<file path="src/smx_pkg.sv">
// ============================================================================
// smx_pkg - shared types and constants of the stack machine executor
// Opcodes, control state encoding, stream payload widths and the request
// bundle sent to the multiply/divide unit.
// ============================================================================
`timescale 1ns / 1ps
`default_nettype none

package smx_pkg;

    // Payload field widths fixed by the instruction format
    localparam int OP_W       = 3;
    localparam int IMM_W      = 32;
    localparam int LOG_W      = 32;
    localparam int S_TDATA_W  = 40;   // op + immediate, padded to whole bytes
    localparam int M_TDATA_W  = 32;
    localparam int IMM_LSB    = OP_W;

    typedef enum logic [OP_W-1:0] {
        OP_PUSH = 3'd0,
        OP_ADD  = 3'd1,
        OP_SUB  = 3'd2,
        OP_MUL  = 3'd3,
        OP_DIV  = 3'd4,
        OP_LOG  = 3'd5,
        OP_POP  = 3'd6,
        OP_HALT = 3'd7
    } op_t;

    typedef enum logic [1:0] {
        ST_IDLE,
        ST_EXEC,
        ST_ARITH
    } state_t;

    typedef struct packed {
        logic start;
        logic is_div;
    } md_req_t;

endpackage : smx_pkg

`default_nettype wire

</file>
<file path="src/smx_muldiv.sv">
// ============================================================================
// smx_muldiv - iterative multiply / signed divide unit
// Multiply retires one 16-bit digit of the multiplier per cycle; divide is a
// restoring radix-2 divider on magnitudes, one quotient bit per cycle.
// ============================================================================
`timescale 1ns / 1ps
`default_nettype none

module smx_muldiv #(
    parameter int DATA_WIDTH = 32
) (
    input  wire logic                  clk,
    input  wire logic                  rst_n,
    input  wire smx_pkg::md_req_t      req,
    input  wire logic [DATA_WIDTH-1:0] opa,     // below
    input  wire logic [DATA_WIDTH-1:0] opb,     // top
    output logic                       done,
    output logic      [DATA_WIDTH-1:0] result
);

    localparam int W    = DATA_WIDTH;
    localparam int MD   = (W < 16) ? W : 16;
    localparam int NMUL = (W + MD - 1) / MD;
    localparam int CW   = $clog2(W + 1);

    logic          busy_reg;
    logic          done_reg;
    logic [CW-1:0] cnt_reg;
    logic          is_div_reg;
    logic [W-1:0]  acc_reg;
    logic [W-1:0]  a_reg;      // multiplicand, or dividend/quotient shift
    logic [W-1:0]  b_reg;      // multiplier, or divisor magnitude
    logic [W:0]    rem_reg;
    logic          neg_reg;
    logic          zero_reg;

    logic [W+MD-1:0] prod;
    logic [W-1:0]    acc_next;
    logic [W:0]      rem_sh;
    logic [W:0]      diff;
    logic [W-1:0]    mag_a;
    logic [W-1:0]    mag_b;

    always_comb
    begin
        prod     = a_reg * b_reg[MD-1:0];
        acc_next = acc_reg + prod[W-1:0];
        rem_sh   = {rem_reg[W-1:0], a_reg[W-1]};
        diff     = rem_sh - {1'b0, b_reg};
        mag_a    = opa[W-1] ? (~opa + 1'b1) : opa;
        mag_b    = opb[W-1] ? (~opb + 1'b1) : opb;
    end

    // Control: step counter and completion pulse
    always_ff @(posedge clk or negedge rst_n)
    begin
        if (!rst_n)
        begin
            busy_reg <= 1'b0;
            done_reg <= 1'b0;
            cnt_reg  <= '0;
        end
        else
        begin
            done_reg <= 1'b0;
            if (req.start)
            begin
                busy_reg <= 1'b1;
                cnt_reg  <= req.is_div ? CW'(W) : CW'(NMUL);
            end
            else if (busy_reg)
            begin
                cnt_reg <= cnt_reg - 1'b1;
                if (cnt_reg == CW'(1))
                begin
                    busy_reg <= 1'b0;
                    done_reg <= 1'b1;
                end
            end
        end
    end

    // Datapath
    always_ff @(posedge clk)
    begin
        if (req.start)
        begin
            is_div_reg <= req.is_div;
            acc_reg    <= '0;
            rem_reg    <= '0;
            neg_reg    <= opa[W-1] ^ opb[W-1];
            zero_reg   <= (opb == '0);
            if (req.is_div)
            begin
                a_reg <= mag_a;
                b_reg <= mag_b;
            end
            else
            begin
                a_reg <= opa;
                b_reg <= opb;
            end
        end
        else if (busy_reg)
        begin
            if (is_div_reg)
            begin
                if (!diff[W])
                begin
                    rem_reg <= diff;
                    a_reg   <= {a_reg[W-2:0], 1'b1};
                end
                else
                begin
                    rem_reg <= rem_sh;
                    a_reg   <= {a_reg[W-2:0], 1'b0};
                end
            end
            else
            begin
                acc_reg <= acc_next;
                a_reg   <= a_reg << MD;
                b_reg   <= b_reg >> MD;
            end
        end
    end

    always_comb
    begin
        done = done_reg;
        if (!is_div_reg)
        begin
            result = acc_reg;
        end
        else if (zero_reg)
        begin
            result = '0;
        end
        else if (neg_reg)
        begin
            result = ~a_reg + 1'b1;
        end
        else
        begin
            result = a_reg;
        end
    end

endmodule : smx_muldiv

`default_nettype wire

</file>
<file path="config.mk">
export PLATFORM = sky130hd
export DESIGN_NAME = smx_muldiv
export DESIGN_NICKNAME = d
export VERILOG_FILES = /design/src/smx_pkg.sv /design/src/smx_muldiv.sv
export SDC_FILE = /design/constraint.sdc
export NUM_CORES = 1
export LEC_CHECK = 0
export BUFFER_PORTS_ARGS = -buffer_cell sky130_fd_sc_hd__buf_2
export CAP_MARGIN = 40
export CORE_MARGIN = 1.5
export CORE_UTILIZATION = 55
export DETAILED_ROUTE_END_ITERATION = 16
export PLACE_DENSITY = 0.8
export SETUP_SLACK_MARGIN = 0.02
export SYNTH_ARGS = -nofsm -noshare
export SYNTH_HDL_FRONTEND = slang
export SYNTH_SLANG_ARGS = --single-unit
export TNS_END_PERCENT = 10
</file>
<file path="constraint.sdc">
create_clock -name clk -period 8.1 [get_ports clk]
set_input_delay 1.215 -clock clk [delete_from_list [all_inputs] [get_ports clk]]
set_output_delay 1.215 -clock clk [all_outputs]
set_load 0.02 [all_outputs]
</file>
* After elaboration in Yosys (flattened, before gate mapping)
Cells that the tools add are included.
** Word-level totals
- Flip-flop bits (word level) :: 139
- Output and inout port bits :: 33
- Input port bits :: 68
** Cells by class
- Equal/unequal tests :: 2
- Reduce and logical (&&, ||, !) cells :: 5
- $mul :: 1
- Multiplexer cells :: 24
- Bitwise operators :: 5
- $add $sub $neg :: 6
** Operator list (number)
- two-way mux 32 bit :: 14
- adder 32 x 1 -> 32 bit, second input constant :: 3
- inverter 32 bit :: 3
- subtractor 33 x 32 -> 33 bit :: 1
- adder 32 bit :: 1
- logical NOT 32 bit :: 1
- multiplier 32 x 16 -> 32 bit :: 1
- two-way mux 6 bit :: 3
- two-way mux 1 bit :: 7
- equality test 6 x 1 -> 1 bit, second input constant :: 1
- AND reduction 2 bit :: 3
- subtractor 6 x 1 -> 6 bit, second input constant :: 1
- != test 2 bit, second input constant :: 1
- nonzero test 2 bit :: 1
- inverter 1 bit :: 1
- bitwise XOR 1 bit :: 1

* Logic depth before layout (Yosys ltp)
Gate-level depths: netlist (run 1).
- Depth after elaboration :: 5
- Mapped depth :: 26
- Depth with buffers taken out :: 24

* Worst setup path before layout (run 1)
OpenSTA, ideal clock, no wires.
- Path type :: reg2reg
- Start point :: register a_reg[7]
- End point :: register acc_reg[31]
- Arrival time :: 6.221 ns
- Period minus slack after synthesis :: 6.354 ns
- Library setup time :: 0.133 ns
- Slack :: 1.746 ns
- Stages on the path, launching flop included :: 26
- Path buffers :: 3
- Cells stage by stage :: edfxtp_1 clkbuf_1 clkbuf_1 nand2_1 fa_1 inv_1 fa_1 inv_1 fa_1 inv_1 fa_1 fa_1 inv_1 fa_1 inv_1 ha_1 clkbuf_1 a21oi_1 o211ai_1 a311oi_1 o211ai_1 o41ai_1 o211ai_1 o31ai_1 xnor2_1 a21oi_1
** Between the ends
- Cells in the longest elaborated chain, start to end :: 2
** Ends and longest elaborated chain
- start, declared :: line smx_muldiv.sv:31 : logic [W-1:0] a_reg;
- start signal, assigned :: line smx_muldiv.sv:95 : a_reg <= mag_a;
- start signal, assigned :: line smx_muldiv.sv:100 : a_reg <= opa;
- start signal, assigned :: line smx_muldiv.sv:111 : a_reg <= {a_reg[W-2:0], 1'b1};
- multiplier 32 x 16 -> 32 bit :: line smx_muldiv.sv:46 : prod = a_reg * b_reg[MD-1:0];
- adder 32 bit :: line smx_muldiv.sv:47 : acc_next = acc_reg + prod[W-1:0];
- end signal, assigned :: line smx_muldiv.sv:121 : acc_reg <= acc_next;
- end, declared :: line smx_muldiv.sv:30 : logic [W-1:0] acc_reg;
No other way between the ends.
A chain may end at the register's enable or synchronous reset.

* Worst setup path in the final report (run 1)
Same ends and word-level chain as after synthesis.

==> results of run 1 <==
## area by class of cell
class	count	area, µm²	area share (%)
clock buffer	23	458	1.94
clock inverter	9	141	0.598
inverter	511	1920	8.11
multi-input combinational	1884	16100	68.2
sequential	139	3490	14.8
tap	525	657	2.78
timing repair buffer	138	851	3.60
## cells in the final DEF, fill, tap and decap left out, drive strengths merged, types with 33 or more instances in the layout
cell / Yosys / final
buf: 19 / 138
ha: 106 / 106
o21ai: 114 / 114
edfxtp: 67 / 67
fa: 335 / 335
dfxtp: 64 / 64
xor2: 78 / 78
xnor2: 82 / 82
o22ai: 34 / 34
nor3: 33 / 33
nand2: 418 / 418
a21oi: 117 / 117
inv: 511 / 513
and2: 123 / 123
nor2: 126 / 126
## worst min-delay path by stage
stage,from,to
6_report,acc_reg[14],acc_reg[14]
5_1_grt,acc_reg[3],acc_reg[3]
4_1_cts,acc_reg[7],acc_reg[7]
3_5_place_dp,acc_reg[17],acc_reg[17]
3_3_place_gp,acc_reg[16],acc_reg[16]
2_1_floorplan,acc_reg[24],acc_reg[24]
## synthesized netlist by cell type (all sizes together), types with 10 or more instances
master  number
o22ai       34
o21ai      114
or3         19
o31ai       27
a21o        21
o211ai      10
ha         106
dfxtp       64
nor2       126
inv        511
fa         335
nand2      418
nand3       25
a31oi       23
nand2b      13
xor2        78
nor3        33
edfxtp      67
o41ai       10
a211oi      22
nor2b       15
buf         19
mux2i       28
clkbuf     131
nor4        10
and2       123
and3        19
o21a        13
a21oi      117
xnor2       82
## critical path, delay by kind of cell, from the launching register on
kind,cells,cell delay [ps]
fa+ha+maj,7,3350
compound gates,8,2100
buf+inv,5,250
xor+xnor,1,160
flops,1,970
simple gates,1,180
## per-layer routing
metal	routed length (µm)	global-route usage, %	share of wire, %
met5	0	0	0
met4	3590	17.1	5.6
met3	7700	8.58	12
met2	28800	49.8	45
met1	24100	40.9	38
## cell families after synthesis
| group | count (synthesis) | synth area share (%) |
|---|---|---|
| buffers and inverters | 661 | 11.3 |
| flip-flops | 139 | 15.8 |
| adder cells (fa/ha/maj) | 441 | 36.3 |
| AO/OA/AOI/OAI | 428 | 11.9 |
| XOR/XNOR | 160 | 6.33 |
| AND/OR/NAND/NOR | 826 | 17.0 |
| multiplexers | 29 | 1.32 |
## stage by stage
stage          instance area (µm²)  setup WS (ps)  util [%]  instances  hold slack [ps]
5_1_grt                      23700            605      59.6       3229              474
3_3_place_gp                 23000           1160      57.8       3192              439
4_1_cts                      23700           1050      59.6       3229              456
3_5_place_dp                 23100           1090      58.0       3197              445
2_1_floorplan                22100           1750         -       2684              432
6_report                     23700            951      59.6       3229              454
==> reports/summary.txt, run 1 <==
Status = finished, final reports clean
Hold depth = 2
Ports = 101
DP Wirelength = 49,600 µm
Synth Instances = 2,684
Area Overhead vs Synth = 6.87%
Clk root buf = clkbuf_16
# port buffers = 100
Least-Margin Pin Slew = 948 ps
Period utilization = 88.3%
Synth area leaders = fa_1 (30%), edfxtp_1 (9.1%), inv_1 (8.6%), nand2_1 (7.1%), ha_1 (6.0%)
Initial cell density of the core = 55.7%
Setup TNS = 0 ps
DR DRC count = 0
Clock latency on the worst-skew pair = 460 ps
Final nets = 3,200
HP Class = flip-flop to flip-flop
First drt pass iteration count = 6
Antenna cells = 0
Fillers = 3,377
TritonCTS Buffers = 17
Sequential area share after synthesis = 15.8%
CTS tree = yes
Number of setup buffers added after CTS = 0
GRT Util Overall = 32.0%
Fin. max-slew vios = 0
Yosys warns = 0
Main synth FF type = edfxtp_1
Initial antenna violation count = 0
Critical Path Source Type = flip-flop
Cts hold-fix bufs = 0
Gpl congestion = 0.968
FFs w/ async S/R, synth = 5.76%
Core Footprint = 39,700 µm²
Syn nets = 3,193
Crit path to = acc_reg[31]
Clk sink count = 139
First-pass GRT wire length = 103,000 µm
# setup viols final = 0
CP max stage delay = 970 ps
Die area = 41,500 µm²
CP max FO = 22
Critical Path RT = 8430 ps
Die extent in x = 204 µm
#FFs+latches synth = 139
Biggest area consumer among synthesized cells = fa_1
Vias in the first global route = 19,700
Critical path, cell by cell = nand2_1, fa_1, inv_1, fa_1, inv_1, fa_1, inv_1, fa_1, fa_1, inv_1, fa_1, inv_1, ha_1, a21oi_1, o211ai_1, a311oi_1, o211ai_1, o41ai_1, o211ai_1, o31ai_1, xnor2_1, a21oi_1
Ratio of cells with drive above 1 in the final layout = 6.55%
Post-synth EDFFs = 67
Wire length per cell = 19.9 µm
Tmin final = 7150 ps
Unique masters post-synth = 69
Fmax = 0.140 GHz
# H-tree levels = 4
Reg2reg end = acc_reg[31]
Clock skew = 11.0 ps
Initial DRC Count = 2,070
Max Cap Violations = 0
Clock buffer depth = 2
Relative max-transition margin = 36.8%
Most used cell, CP = fa_1
Crit-path slowest cell = edfxtp_1
Largest net degree at the start of global routing = 81
Worst flop-to-flop path startpoint = a_reg[7]
Final WL = 64,300 µm
DRT antenna net count = 0
FF-to-FF path depth = 22
Crit path DAT = 7480 ps
Die Y = 204 µm
PostCTS Resize Cnt = 0
Flop-to-flop setup slack = 950 ps
Final count of hold timing violations = 0
Top-area cell type share of the netlist area = 30.3%
Vias = 19,100
Mapped Area = 22,100 µm²
Crit path capture type = flip-flop
RSZ-0062 raised after global routing = false
Clock transition at path regs = 70 ps
Mean post-synth cell area = 8.25 µm²
Vias/cell = 5.91
Grt total ovfl = 0
CP Class = flip-flop to flip-flop
Row cnt = 73
CP startpoint = a_reg[7]
Power of run 1 is not shown: default switching activity piles up to over one toggle a cycle in this logic, so the estimate is an artifact.
==> inputs of run 2 (changes only) <==
--- a/config.mk
+++ b/config.mk
@@ -8,9 +8,9 @@
 export BUFFER_PORTS_ARGS = -buffer_cell sky130_fd_sc_hd__buf_2
 export CAP_MARGIN = 40
 export CORE_MARGIN = 1.5
-export CORE_UTILIZATION = 55
+export CORE_UTILIZATION = 24
 export DETAILED_ROUTE_END_ITERATION = 16
-export PLACE_DENSITY = 0.8
+export PLACE_DENSITY = 0.45
 export SETUP_SLACK_MARGIN = 0.02
 export SYNTH_ARGS = -nofsm -noshare
 export SYNTH_HDL_FRONTEND = slang
==> reports/summary.txt, run 2 (same netlist as run 1, synthesis figures left out) <==
Clock latency on the worst-skew pair = 510 ps (was 460 ps)
Final count of hold timing violations = 0 (unchanged)
Highest-count cells in the layout ignoring fill and taps = inv_1 (509), nand2_1 (418), fa_1 (335), nor2_1 (126), and2_1 (123) (was inv_1 (510), nand2_1 (418), fa_1 (335), nor2_1 (126), and2_1 (123))
Vias = 17,700 (was 19,100)
Crit path DAT = 7410 ps (was 7480 ps)
Pre-CTS setup slack = 1030 ps (was 1090 ps)
Max Cap Violations = 0 (unchanged)
Period utilization = 86.8% (was 88.3%)
Die area = 94,100 µm² (was 41,500 µm²)
Flop-to-flop setup slack = 1070 ps (was 950 ps)
Clock skew = 27.7 ps (was 11.0 ps)
GRT Util Overall = 15.8% (was 32.0%)
Fillers = 9,955 (was 3,377)
Clock buffer depth = 2 (unchanged)
Crit path to = acc_reg[31] (unchanged)
HP Class = flip-flop to flip-flop (unchanged)
Antenna cells = 0 (unchanged)
Core Footprint = 91,500 µm² (was 39,700 µm²)
Clock transition at path regs = 70 ps (about the same)
Fin. max-slew vios = 0 (unchanged)
Row cnt = 111 (was 73)
Initial DRC Count = 1,188 (was 2,070)
Clk root buf = clkbuf_16 (unchanged)
Critical Path RT = 8480 ps (was 8430 ps)
Area Overhead vs Synth = 11.9% (was 6.87%)
# H-tree levels = 4 (unchanged)
Final WL = 72,500 µm (was 64,300 µm)
TritonCTS Buffers = 17 (unchanged)
Critical Path Source Type = flip-flop (unchanged)
Die extent in x = 307 µm (was 204 µm)
Ratio of cells with drive above 1 in the final layout = 7.46% (was 6.55%)
Crit path capture type = flip-flop (unchanged)
Largest net degree at the start of global routing = 81 (unchanged)
Wire length per cell = 18.6 µm (was 19.9 µm)
Clk sink count = 139 (unchanged)
Initial antenna violation count = 9 (was 0)
CP max FO = 20 (was 22)
Least-Margin Pin Slew = 918 ps (was 948 ps)
Gpl congestion = 0.826 (was 0.968)
Worst flop-to-flop path startpoint = a_reg[4] (was a_reg[7])
# port buffers = 100 (unchanged)
CP startpoint = a_reg[4] (was a_reg[7])
Fmax = 0.142 GHz (was 0.140 GHz)
RSZ-0062 raised after global routing = false (unchanged)
First drt pass iteration count = 7 (was 6)
Relative max-transition margin = 38.8% (was 36.8%)
# setup viols final = 0 (unchanged)
Initial cell density of the core = 24.2% (was 55.7%)
Die Y = 307 µm (was 204 µm)
Vias in the first global route = 18,400 (was 19,700)
Cts hold-fix bufs = 0 (unchanged)
Final nets = 3,219 (was 3,200)
Vias/cell = 4.53 (was 5.91)
Tmin final = 7030 ps (was 7150 ps)
Status = finished, final reports clean (unchanged)
DP Wirelength = 57,800 µm (was 49,600 µm)
First-pass GRT wire length = 113,000 µm (was 103,000 µm)
Number of setup buffers added after CTS = 0 (unchanged)
FF-to-FF path depth = 21 (was 22)
Final setup margin = 1070 ps (was 951 ps)
Reg2reg end = acc_reg[31] (unchanged)
Grt total ovfl = 0 (unchanged)
CP Class = flip-flop to flip-flop (unchanged)
Ports = 101 (unchanged)
CTS tree = yes (unchanged)
DRT antenna net count = 0 (unchanged)
PostCTS Resize Cnt = 0 (unchanged)
DR DRC count = 0 (unchanged)
Setup TNS = 0 ps (unchanged)
Commonest non-fill, non-tap cell in the layout = inv_1 (unchanged)
-- run 2: per-layer routing --
metal  GRT usage [%]  vias up  share of wire [%]
met5               0        -               0.13
met4            3.62       16                1.6
met3            3.16       75                5.3
met2            23.8      407                 43
met1            23.1     8732                 50
li1                -     8488                  -
-- run 2: metrics by stage --
step	std cells	instance area (µm²)	hold WS [ps]	utilization [%]
after floorplan	2684	22100	432	-
after global placement	3863	23900	439	26.1
after detailed placement	3877	24200	444	26.4
after CTS	3909	24800	454	27.1
after global routing	3909	24800	469	27.1
final	3909	24800	453	27.1
-- run 2: final cells by class --
| cell class | instances | area [µm²] | area share (%) |
|---|---|---|---|
| inverters | 511 | 1920 | 7.75 |
| repair buffers | 157 | 1140 | 4.59 |
| flip-flops and latches | 139 | 3490 | 14.1 |
| well taps | 1186 | 1480 | 5.99 |
| clock buffers | 21 | 482 | 1.95 |
| multi-input cells | 1884 | 16200 | 65.2 |
| clock inverters | 11 | 96.3 | 0.389 |
-- run 2: worst max-delay path: stages (launching register included) --
cell and delay (ps):
edfxtp_1 770, and2_1 350, fa_1 500, inv_1 50, fa_1 540, inv_1 50
fa_1 530, fa_1 440, fa_1 490, inv_1 50, fa_1 470, inv_1 50
ha_1 360, a21oi_1 200, o211ai_1 120, a311oi_1 390, o211ai_1 280, o41ai_1 500
o211ai_1 230, o31ai_1 290, xnor2_1 150, a21oi_1 80
-- run 2: worst min path at each step --
stage / startpoint / cells after the start / endpoint / slack [ps]
after global placement: acc_reg[19] / 2 / acc_reg[19] / 440
final: acc_reg[21] / 2 / acc_reg[21] / 450
after floorplan: acc_reg[24] / 2 / acc_reg[24] / 430
after detailed placement: acc_reg[21] / 2 / acc_reg[21] / 440
after global routing: acc_reg[3] / 2 / acc_reg[3] / 470
after CTS: acc_reg[21] / 2 / acc_reg[21] / 450
Power of run 2 is left out for the same reason.
